$ cat src/sv/tlli_ram.sv
// Generic single-write, single-read RAM with registered read data.
module tlli_ram #(
  parameter int WIDTH = 32,
  parameter int DEPTH = 64
) (
  input  logic                     clk,
  input  logic                     we,
  input  logic [$clog2(DEPTH)-1:0] waddr,
  input  logic [WIDTH-1:0]         wdata,
  input  logic                     re,
  input  logic [$clog2(DEPTH)-1:0] raddr,
  output logic [WIDTH-1:0]         rdata
);

  logic [WIDTH-1:0] mem [DEPTH];

  always_ff @(posedge clk) begin
    if (we) begin
      mem[waddr] <= wdata;
    end
    if (re) begin
      rdata <= mem[raddr];
    end
  end

endmodule

$ cat config.mk
export PLATFORM = sky130hd
export DESIGN_NAME = tlli_ram
export DESIGN_NICKNAME = d
export VERILOG_FILES = /design/src/sv/tlli_ram.sv
export SDC_FILE = /design/constraint.sdc
export NUM_CORES = 2
export LEC_CHECK = 0
export BUFFER_PORTS_ARGS = -buffer_cell sky130_fd_sc_hd__buf_2
export CAP_MARGIN = 10
export CELL_PAD_IN_SITES_DETAIL_PLACEMENT = 1
export CELL_PAD_IN_SITES_GLOBAL_PLACEMENT = 2
export CORE_MARGIN = 8
export CORE_UTILIZATION = 44
export DETAILED_ROUTE_END_ITERATION = 10
export PLACE_DENSITY = 0.8
export SLEW_MARGIN = 30
export SYNTH_ARGS = -nofsm -noshare
export SYNTH_HDL_FRONTEND = slang
export SYNTH_SLANG_ARGS = --single-unit
$ cat constraint.sdc
create_clock -name clk -period 8.82 [get_ports clk]
set_clock_uncertainty 0.1 [all_clocks]
set_input_delay 0.441 -clock clk [delete_from_list [all_inputs] [get_ports clk]]
set_output_delay 0.441 -clock clk [all_outputs]
set_load 0.05 [all_outputs]
==> impl_metrics.yaml <==
timing:
  post-route-period-util_pct: 39.4
  fmax_mhz: 288
  hold_slack_ns: 0.0531
  max_slew_margin_pct: 33.0
  min_period_ns: 3.47
  finalHoldViolCount: 0
  worst_slew_pin_slew_ns: 1.00
  setup_total_negative_slack_ns: 0
  fin_ws_ns: 5.35
  final_max_slew_viol_count: 0
  setup_viol: 0
  rsz0062_at_grt: "false"
finish:
  final_area_mm2: 0.0892
  syn2layout_area_growth_pct: 13.1
  fillCellCount: 15400
  drive_above_1_share_pct: 28.9
  final_nets: 3574
  multi_input_area_mm2: 0.0160
  regArea_mm2: 0.0625
global_routing:
  grt_max_degree: 132
  first_global_vias: 39700
  antenna_found_initial: 20
  overflow: 0
  grt_pass1_wl_um: 298000
  track_usage_pct: 21.9
drt:
  drt_wl_total_um: 213000
  routed_via_density: 6.19
  wire_per_inst_um: 35.2
  dr.pass1.iters: 5
  ant_nets: 0
  post-route-drc-count: 0
  vias: 37500
  drt_iter0_drc: 5019
setup_path:
  endpoint_kind: "register"
  cpMaxStageDelayCell: "buf_4"
  worstPathArrival_ns: 3.92
  critical_path_class: "in2reg"
  rr_worst_depth: 4
  critPathMaxStageDelay_ns: 0.64
  crit_path_start_kind: "input port"
  required_ns: 9.27
  crit_chain: "buf_8 -> buf_4 -> buf_4 -> mux4_2 -> mux4_2 -> o22ai_1 -> nor2_1"
  critical_path_peak_fanout: 66
placed_design:
  place_ws_ns: 4.44
  place_congestion: 0.755
  placed_area_mm2: 0.0828
  hpwl_um: 112000
  port_buffers: 78
power:
  p_leak_nw: 27.5
  power_mw: 20.4
  ir_drop_v: 0.000223
  power.density_mw_per_mm2: 229
floorplanning:
  num_rows: 155
  start_util_pct: 44.2
  io_pins: 79
  core_area_mm2: 0.178
  die_h_um: 439
  die_w_um: 439
  fp.dieArea_mm2: 0.193
clock_network:
  clockBufferDepth: 3
  cts_tree: "built"
  cts-root-buf: "clkbuf_16"
  clk_pin_slew_worst_paths_ns: 0.06
  clock_latency_ns: 0.83
  cts.sinks: 2080
  numCtsBuffers: 199
  cts.htree.levels: 4
logic_synthesis:
  ys_seq_elements: 2080
  synth_cells: 3324
  yosysTopAreaCell: "edfxtp_1"
  ys_warn_count: 0
  synth_nets: 3371
  yosysTopAreaCellShare_pct: 79.2
  synthAdderAreaFrac_pct: 0
  synth_area_mm2: 0.0788
  synth.avg_cell_area_um2: 23.7
  synth_mux_area_share_pct: 16.7
  synthTopCellsByArea: "edfxtp_1 79%, mux4_2 16%, mux2i_1 1.2%"
  synth-xor-area-share_pct: 0
  synth.distinct_cells: 33
  yosys.area_share.simple_pct: 1.26
  synth_compound_area_share_pct: 1.67
  ys_seq_area_share_pct: 79.2
  synth_top_family_by_area: "multiplexers"
hold_path:
  hp-class: "in2reg"
  holdPathStages: 1
job:
  cap_violations: 0
status:
  status: "complete, no violations"
[critical path: cells and delay by family]
kind / cells / cell delay [ns]
AO/OA/AOI/OAI: 1 / 0.54
buffers and inverters: 3 / 1.67
multiplexers: 2 / 1.05
AND/OR/NAND/NOR: 1 / 0.13
[area by class of cell]
class | count | area share [%]
flip-flops and latches | 2080 | 70.1
clock buffers | 250 | 5.92
clock inverters | 113 | 1.14
well taps | 2355 | 3.30
repair buffers | 184 | 1.63
multi-input cells | 1062 | 17.9
diodes | 12 | 0.0337
[state kept, by name, summed over array words and instances (netlist names)]
name	cells
rdata	32
mem	2048
[worst paths after layout]
check                            startpoint    endpoint  slack [ns]
worst max-delay path               raddr[0]   rdata[22]        5.35
worst min-delay path               wdata[8]  mem[32][8]        0.05
worst max register to register  mem[63][23]   rdata[23]        6.22
worst min register to register   mem[13][8]    rdata[8]        0.79
[repair_timing]
item	CTS	global route
hold buffers	1	0
resized for setup	0	0
hold endpoints to repair	26	0
buffers inserted	0	0
setup endpoints to repair	0	0
[through the flow]
| stage | util [%] | cells |
|---|---|---|
| 5_1_grt | 50.0 | 6046 |
| 2_1_floorplan | - | 3324 |
| 4_1_cts | 50.0 | 6043 |
| 3_5_place_dp | 46.4 | 5679 |
| 3_3_place_gp | 46.4 | 5676 |
| 6_report | 50.0 | 6056 |
[cells in the mapped netlist (all sizes together)]
master / number
a22oi: 12
edfxtp: 2080
mux2i: 93
a31oi: 1
a21oi: 62
o22ai: 84
nor2b: 15
or3: 3
o32ai: 4
nand3: 5
nand3b: 5
nand4: 2
nor3: 7
or2: 3
a311oi: 8
buf: 108
nor2: 137
o221ai: 27
mux4: 544
clkbuf: 74
nand2b: 8
a41o: 4
or3b: 5
nand4b: 1
nand2: 26
and2: 2
and3: 4
[kinds of logic (layout without fill, tap and decap cells)]
group	Yosys count	count (layout)
buf+inv	182	547
compound gates	202	202
other cells	0	12
simple gates	223	223
mux	637	637
flops	2080	2080
[placed cells by master (no fill, tap or decap), drive strengths merged, types with 2 or more instances in the layout]
cell    count
clkbuf    250
nand2b      8
a21oi      62
o221ai     27
and2        2
nor3        7
and3        4
edfxtp   2080
nor2      137
buf       183
clkinv     86
nand2      26
a22oi      12
a41o        4
nand3b      5
o32ai       4
or3b        5
or2         3
a311oi      8
nand4       2
bufinv     18
mux4      544
nand3       5
or3         3
inv         8
o22ai      84
nor2b      15
diode      12
mux2i      93
[where the power goes]
group          leakage, nW  internal [mW]  switching (mW)
sequential            18.7           11.0          0.0451
combinational         5.63          0.357           0.667
clock                 3.09           4.74            3.61
total                 27.5           16.1            4.32
[per-layer routing]
metal | routed length (um) | part of all wire [%] | track usage, %
met5 | 46 | 0.022 | 0
met4 | 8560 | 4.0 | 8.24
met3 | 21500 | 10 | 5.44
met2 | 104000 | 49 | 35.8
met1 | 79000 | 37 | 28.5
Note: power is estimated with default switching activity, not from simulation.
