==> src/sv/tlli_muldiv.sv <==
// Serial multiply then restoring divide on one shared adder: quot = dx * dy_mag / den.
module tlli_muldiv (
  input  logic        clk,
  input  logic        rst,
  input  logic        start,
  input  logic [31:0] dx,
  input  logic [32:0] dy_mag,
  input  logic [31:0] den,
  output logic        done,
  output logic [32:0] quot
);

  typedef enum logic [1:0] {S_IDLE, S_MUL, S_DIV} state_t;

  state_t      state;
  logic [5:0]  count;
  logic [33:0] hi;
  logic [31:0] lo;
  logic [32:0] mcand;
  logic [31:0] den_r;
  logic [31:0] rem;
  logic [32:0] dq;

  logic [33:0] add_a;
  logic [33:0] add_b;
  logic        add_sub;
  logic [33:0] add_y;
  logic [32:0] rem_sh;
  logic [33:0] hi_sum;
  logic [65:0] mul_sh;
  logic        ge;

  always_comb begin
    rem_sh = {rem, dq[32]};
    if (state == S_DIV) begin
      add_a = {1'b0, rem_sh};
      add_b = {2'b00, den_r};
      add_sub = 1'b1;
    end else begin
      add_a = hi;
      add_b = {1'b0, mcand};
      add_sub = 1'b0;
    end
    add_y = add_a + (add_sub ? ~add_b : add_b) + 34'(add_sub);
    hi_sum = lo[0] ? add_y : hi;
    mul_sh = {1'b0, hi_sum, lo[31:1]};
    ge = !add_y[33];
  end

  assign quot = dq;

  always_ff @(posedge clk) begin
    if (rst) begin
      state <= S_IDLE;
      done <= 1'b0;
      count <= '0;
    end else begin
      done <= 1'b0;
      unique case (state)
        S_IDLE: begin
          if (start) begin
            hi <= '0;
            lo <= dx;
            mcand <= dy_mag;
            den_r <= den;
            count <= 6'd32;
            state <= S_MUL;
          end
        end
        S_MUL: begin
          count <= count - 6'd1;
          if (count == 6'd1) begin
            rem <= {1'b0, mul_sh[63:33]};
            dq <= mul_sh[32:0];
            count <= 6'd33;
            state <= S_DIV;
          end else begin
            hi <= mul_sh[65:32];
            lo <= mul_sh[31:0];
          end
        end
        S_DIV: begin
          count <= count - 6'd1;
          rem <= ge ? add_y[31:0] : rem_sh[31:0];
          dq <= {dq[31:0], ge};
          if (count == 6'd1) begin
            done <= 1'b1;
            state <= S_IDLE;
          end
        end
        default: state <= S_IDLE;
      endcase
    end
  end

endmodule

==> config.mk <==
export PLATFORM = sky130hd
export DESIGN_NAME = tlli_muldiv
export DESIGN_NICKNAME = d
export VERILOG_FILES = /design/src/sv/tlli_muldiv.sv
export SDC_FILE = /design/constraint.sdc
export NUM_CORES = 1
export LEC_CHECK = 0
export ABC_CLOCK_PERIOD_IN_PS = 17100
export BUFFER_PORTS_ARGS = -buffer_cell sky130_fd_sc_hd__buf_2
export CAP_MARGIN = 25
export CORE_MARGIN = 4
export CORE_UTILIZATION = 30
export CTS_BUF_LIST = sky130_fd_sc_hd__clkbuf_8 sky130_fd_sc_hd__clkbuf_16
export DETAILED_ROUTE_END_ITERATION = 6
export GPL_TIMING_DRIVEN = 1
export PLACE_DENSITY = 0.44
export SLEW_MARGIN = 5
export SYNTH_ARGS = -nofsm -noshare
export SYNTH_HDL_FRONTEND = slang
export SYNTH_SLANG_ARGS = --single-unit
export TNS_END_PERCENT = 30
==> constraint.sdc <==
create_clock -name clk -period 17.1 [get_ports clk]
set_input_delay 2.565 -clock clk [delete_from_list [all_inputs] [get_ports clk]]
set_output_delay 2.565 -clock clk [all_outputs]
set_load 0.02 [all_outputs]
==> summary.md <==
| Metric | Value |
|---|---|
| Maximum root-to-sink buffer count | `3` |
| CP max FO | `62` |
| CTS Hold Bufs | `0` |
| Worst path top cell family by delay | `compound AO/OA/AOI/OAI gates` |
| Slew HR | `0.349` |
| EDFF count, synth | `slightly below 200` |
| Synth warn | `0` |
| Routed len/inst | `18.6 um` |
| Worst Tran Pin Value | `976 ps` |
| Latest clock arrival within the worst-skew pair | `between 500 and 600 ps` |
| I/O pin count | `134` |
| Fraction of registers with async set/reset | `0` |
| Iteration-0 DRC Markers | `roughly 360` |
| FILL cells | `3,694` |
| Worst setup EP type | `flop` |
| Buf/Inv on CP | `3` |
| VDD IR max | `0.0685 mV` |
| Syn Inst Count | `approximately 930` |
| GR peak layer | `met2` |
| Synth Register Bits | `204` |
| Syn_area_per_cell | `12.1 um2` |
| Sequential area share after synthesis | `0.538` |
| Initial antenna violation count | `0` |
| GRT met3 Usage | `0.0230` |
| Outcome | `finished clean` |
| RSZ-0062 raised after global routing | `false` |
| IO Port Bufs | `133` |
| Worst min path class | `reg -> reg` |
| Share of post-route cells with drive strength above 1 | `0.279` |
| Setup_tns | `0 ps` |
| Startpoint types | `flop` |
| Via count | `about 7,600` |
| Max Clk Rate | `164 MHz` |
| Global-route met1 utilization | `0.193` |
| Residual DRC | `0` |
| Top_reg_cell synth | `edfxtp_1` |
| Tmin final | `6090 ps` |
| Crit-path slowest cell | `a41o_1` |
| CTS Root Cell | `clkbuf_16` |
| Postcts setup bufs | `0` |
| Count of cell types in the netlist | `68` |
| Dpl ws | `10,970 ps` |
| Final setup margin | `11,010 ps` |
| N_diodes | `0` |
| Count of pins over their slew limit | `0` |
| CP max stage delay | `830 ps` |
| CP Cell Sequence | `inv_1 -> ha_4 -> buf_4 -> mux2_2 -> ha_1 -> nand4_1 -> a2111oi_1 -> a32oi_1 -> o21ai_2 -> o41a_4 -> a41o_1 -> buf_4 -> mux2i_1 -> mux2i_1` |
| Synth Net Count | `1,066` |
| Clock transition at path regs | `60 ps` |
| Nets | `1,183` |
| Pwr Density | `106 nW/um2` |
| Core area | `36,800 um2` |
| Met2 usage | `0.218` |
| Antenna viol nets, final | `0` |
| DP Wirelength | `19,300 um` |
| Row cnt | `70` |
| Reg area | `6040 um2` |
| Post-CTS Resized | `0` |
| Pre-Repair DR Iteration Count | `5` |
| Worst setup path category | `reg -> reg` |
| Finish-stage setup viols | `0` |
| Mapped Area | `11,200 um2` |
| Tot GR Track Use | `0.136` |
| Period Utilization, post-route | `0.356` |
| Final hold violation count | `0` |
| First-pass GRT wire length | `approximately 44,000 um` |
| Total wire length | `28,400 um` |
| Routability Congestion | `0.800` |
| Area of the multi-input gates | `4890 um2` |
| Largest net degree at the start of global routing | `63` |
| Via/cell ratio | `~5.0` |
| Area added between synthesis and finish | `17.8%` |
| CTS Sinks | `about 200` |
| MaxCap Viol Count | `0` |
| Die area | `approximately 40,000 um2` |
| Die Span Y | `about 200 um` |
| Leakage | `0.00496 uW` |
| CTS H-tree depth | `1` |
| Global route overflow | `0` |
| Clk_skew | `12.3 ps` |
| Worst path arrival time | `6350 ps` |
| Vias in the first global route | `7,782` |
| Initial Util | `0.305` |
| Final design utilization | `0.359` |
| Die X | `201 um` |
| CP required | `17,360 ps` |
| CTS Buf Count | `26` |
| CTS tree | `yes` |
-- Yosys cell counts, types with 6 or more instances --
cell	n	area [um2]
nand4_1	8	50.1
nor2b_1	10	62.6
a21oi_1	81	405
a31oi_1	11	68.8
xnor2_1	14	123
ha_1	37	463
mux2i_1	69	691
xor2_1	11	96.3
edfxtp_1	195	5860
nor2_1	95	357
dfxtp_1	9	180
a211oi_1	10	75.1
mux2_2	95	1070
nand2_1	36	135
nand3_1	20	100
a21o_1	20	150
or3_1	6	37.5
o21ai_0	26	130
o211ai_1	6	45.0
clkbuf_1	45	169
nor3_1	9	45.0
inv_1	21	78.8
-- placed cells by master, fill, tap and decap left out, types with 9 or more instances in the layout --
master / synthesis / layout
nand2_1: 36 / 36
nor2_1: 95 / 94
xnor2_1: 14 / 14
a21oi_1: 81 / 80
edfxtp_1: 195 / 195
nor2b_1: 10 / 10
buf_4: 0 / 10
nand3_1: 20 / 20
mux2i_1: 69 / 69
mux2_2: 95 / 95
xor2_1: 11 / 11
a211oi_1: 10 / 10
ha_1: 37 / 35
clkbuf_16: 0 / 28
buf_2: 2 / 133
nor3_1: 9 / 9
a31oi_1: 11 / 11
a21o_1: 20 / 20
o21ai_0: 26 / 26
dfxtp_1: 9 / 9
inv_1: 21 / 28
-- report_power, final --
part           switching, uW  internal [uW]  total [uW]  leakage [uW]
combinational            146           99.8         245       0.00260
clock                    215            340         555      0.000465
sequential              13.1            592         605       0.00189
-- final timing paths --
check,from,to,slack [ps],depth (start not counted)
min,count[3],count[3],480,2
max reg2reg,state[0],rem[12],11010,14
max,state[0],rem[12],11010,14
min reg2reg,count[3],count[3],480,2
-- worst reg2reg max path, stage by stage (launching register included) --
cell and delay, ps:
dfxtp_1 330, inv_1 120, ha_4 600, buf_4 750, mux2_2 450, ha_1 470, nand4_1 160, a2111oi_1 680
a32oi_1 240, o21ai_2 170, o41a_4 240, a41o_1 840, buf_4 450, mux2i_1 240, mux2i_1 90
-- registers in the layout (all words and copies together) (netlist names) --
signal  cells
mcand      33
hi         33
count       6
state       2
done        1
rem        32
lo         32
den_r      32
quot       33
-- kinds of logic (layout without fill, tap and decap cells) --
logic type	count (synthesis)	after routing	synth area share
flip-flops	204	204	0.538
XOR/XNOR	25	25	0.0195
AO/OA/AOI/OAI	210	210	0.126
multiplexers	164	164	0.157
AND/OR/NAND/NOR	211	211	0.0872
buffers and inverters	76	213	0.0299
adder cells (fa/ha/maj)	38	38	0.0430
-- cell type report --
cell class | count | share of cell area
sequential | 204 | 0.457
multi-input combinational | 648 | 0.370
clock buffer | 32 | 0.0572
timing repair buffer | 143 | 0.0560
tap | 468 | 0.0443
clock inverter | 16 | 0.00937
inverter | 22 | 0.00625
-- routing by layer --
metal / wire, um / up-vias / share of wire
li1: - / 3778 / -
met1: 13800 / 3686 / 0.49
met2: 13000 / 118 / 0.46
met3: 1020 / 37 / 0.036
met4: 619 / 0 / 0.022
met5: 0 / - / 0
-- through the flow --
stage / power (uW) / hold WS (ps) / area, um2 / std cells
detailed placement: 864 / 473 / 12300 / 1485
floorplan: 800 / 450 / 11200 / 928
global placement: 864 / 472 / 12300 / 1485
CTS: 1430 / 482 / 13200 / 1533
finish: 1410 / 479 / 13200 / 1533
global route: 1480 / 521 / 13200 / 1533
(Power assumes the default switching activity.)
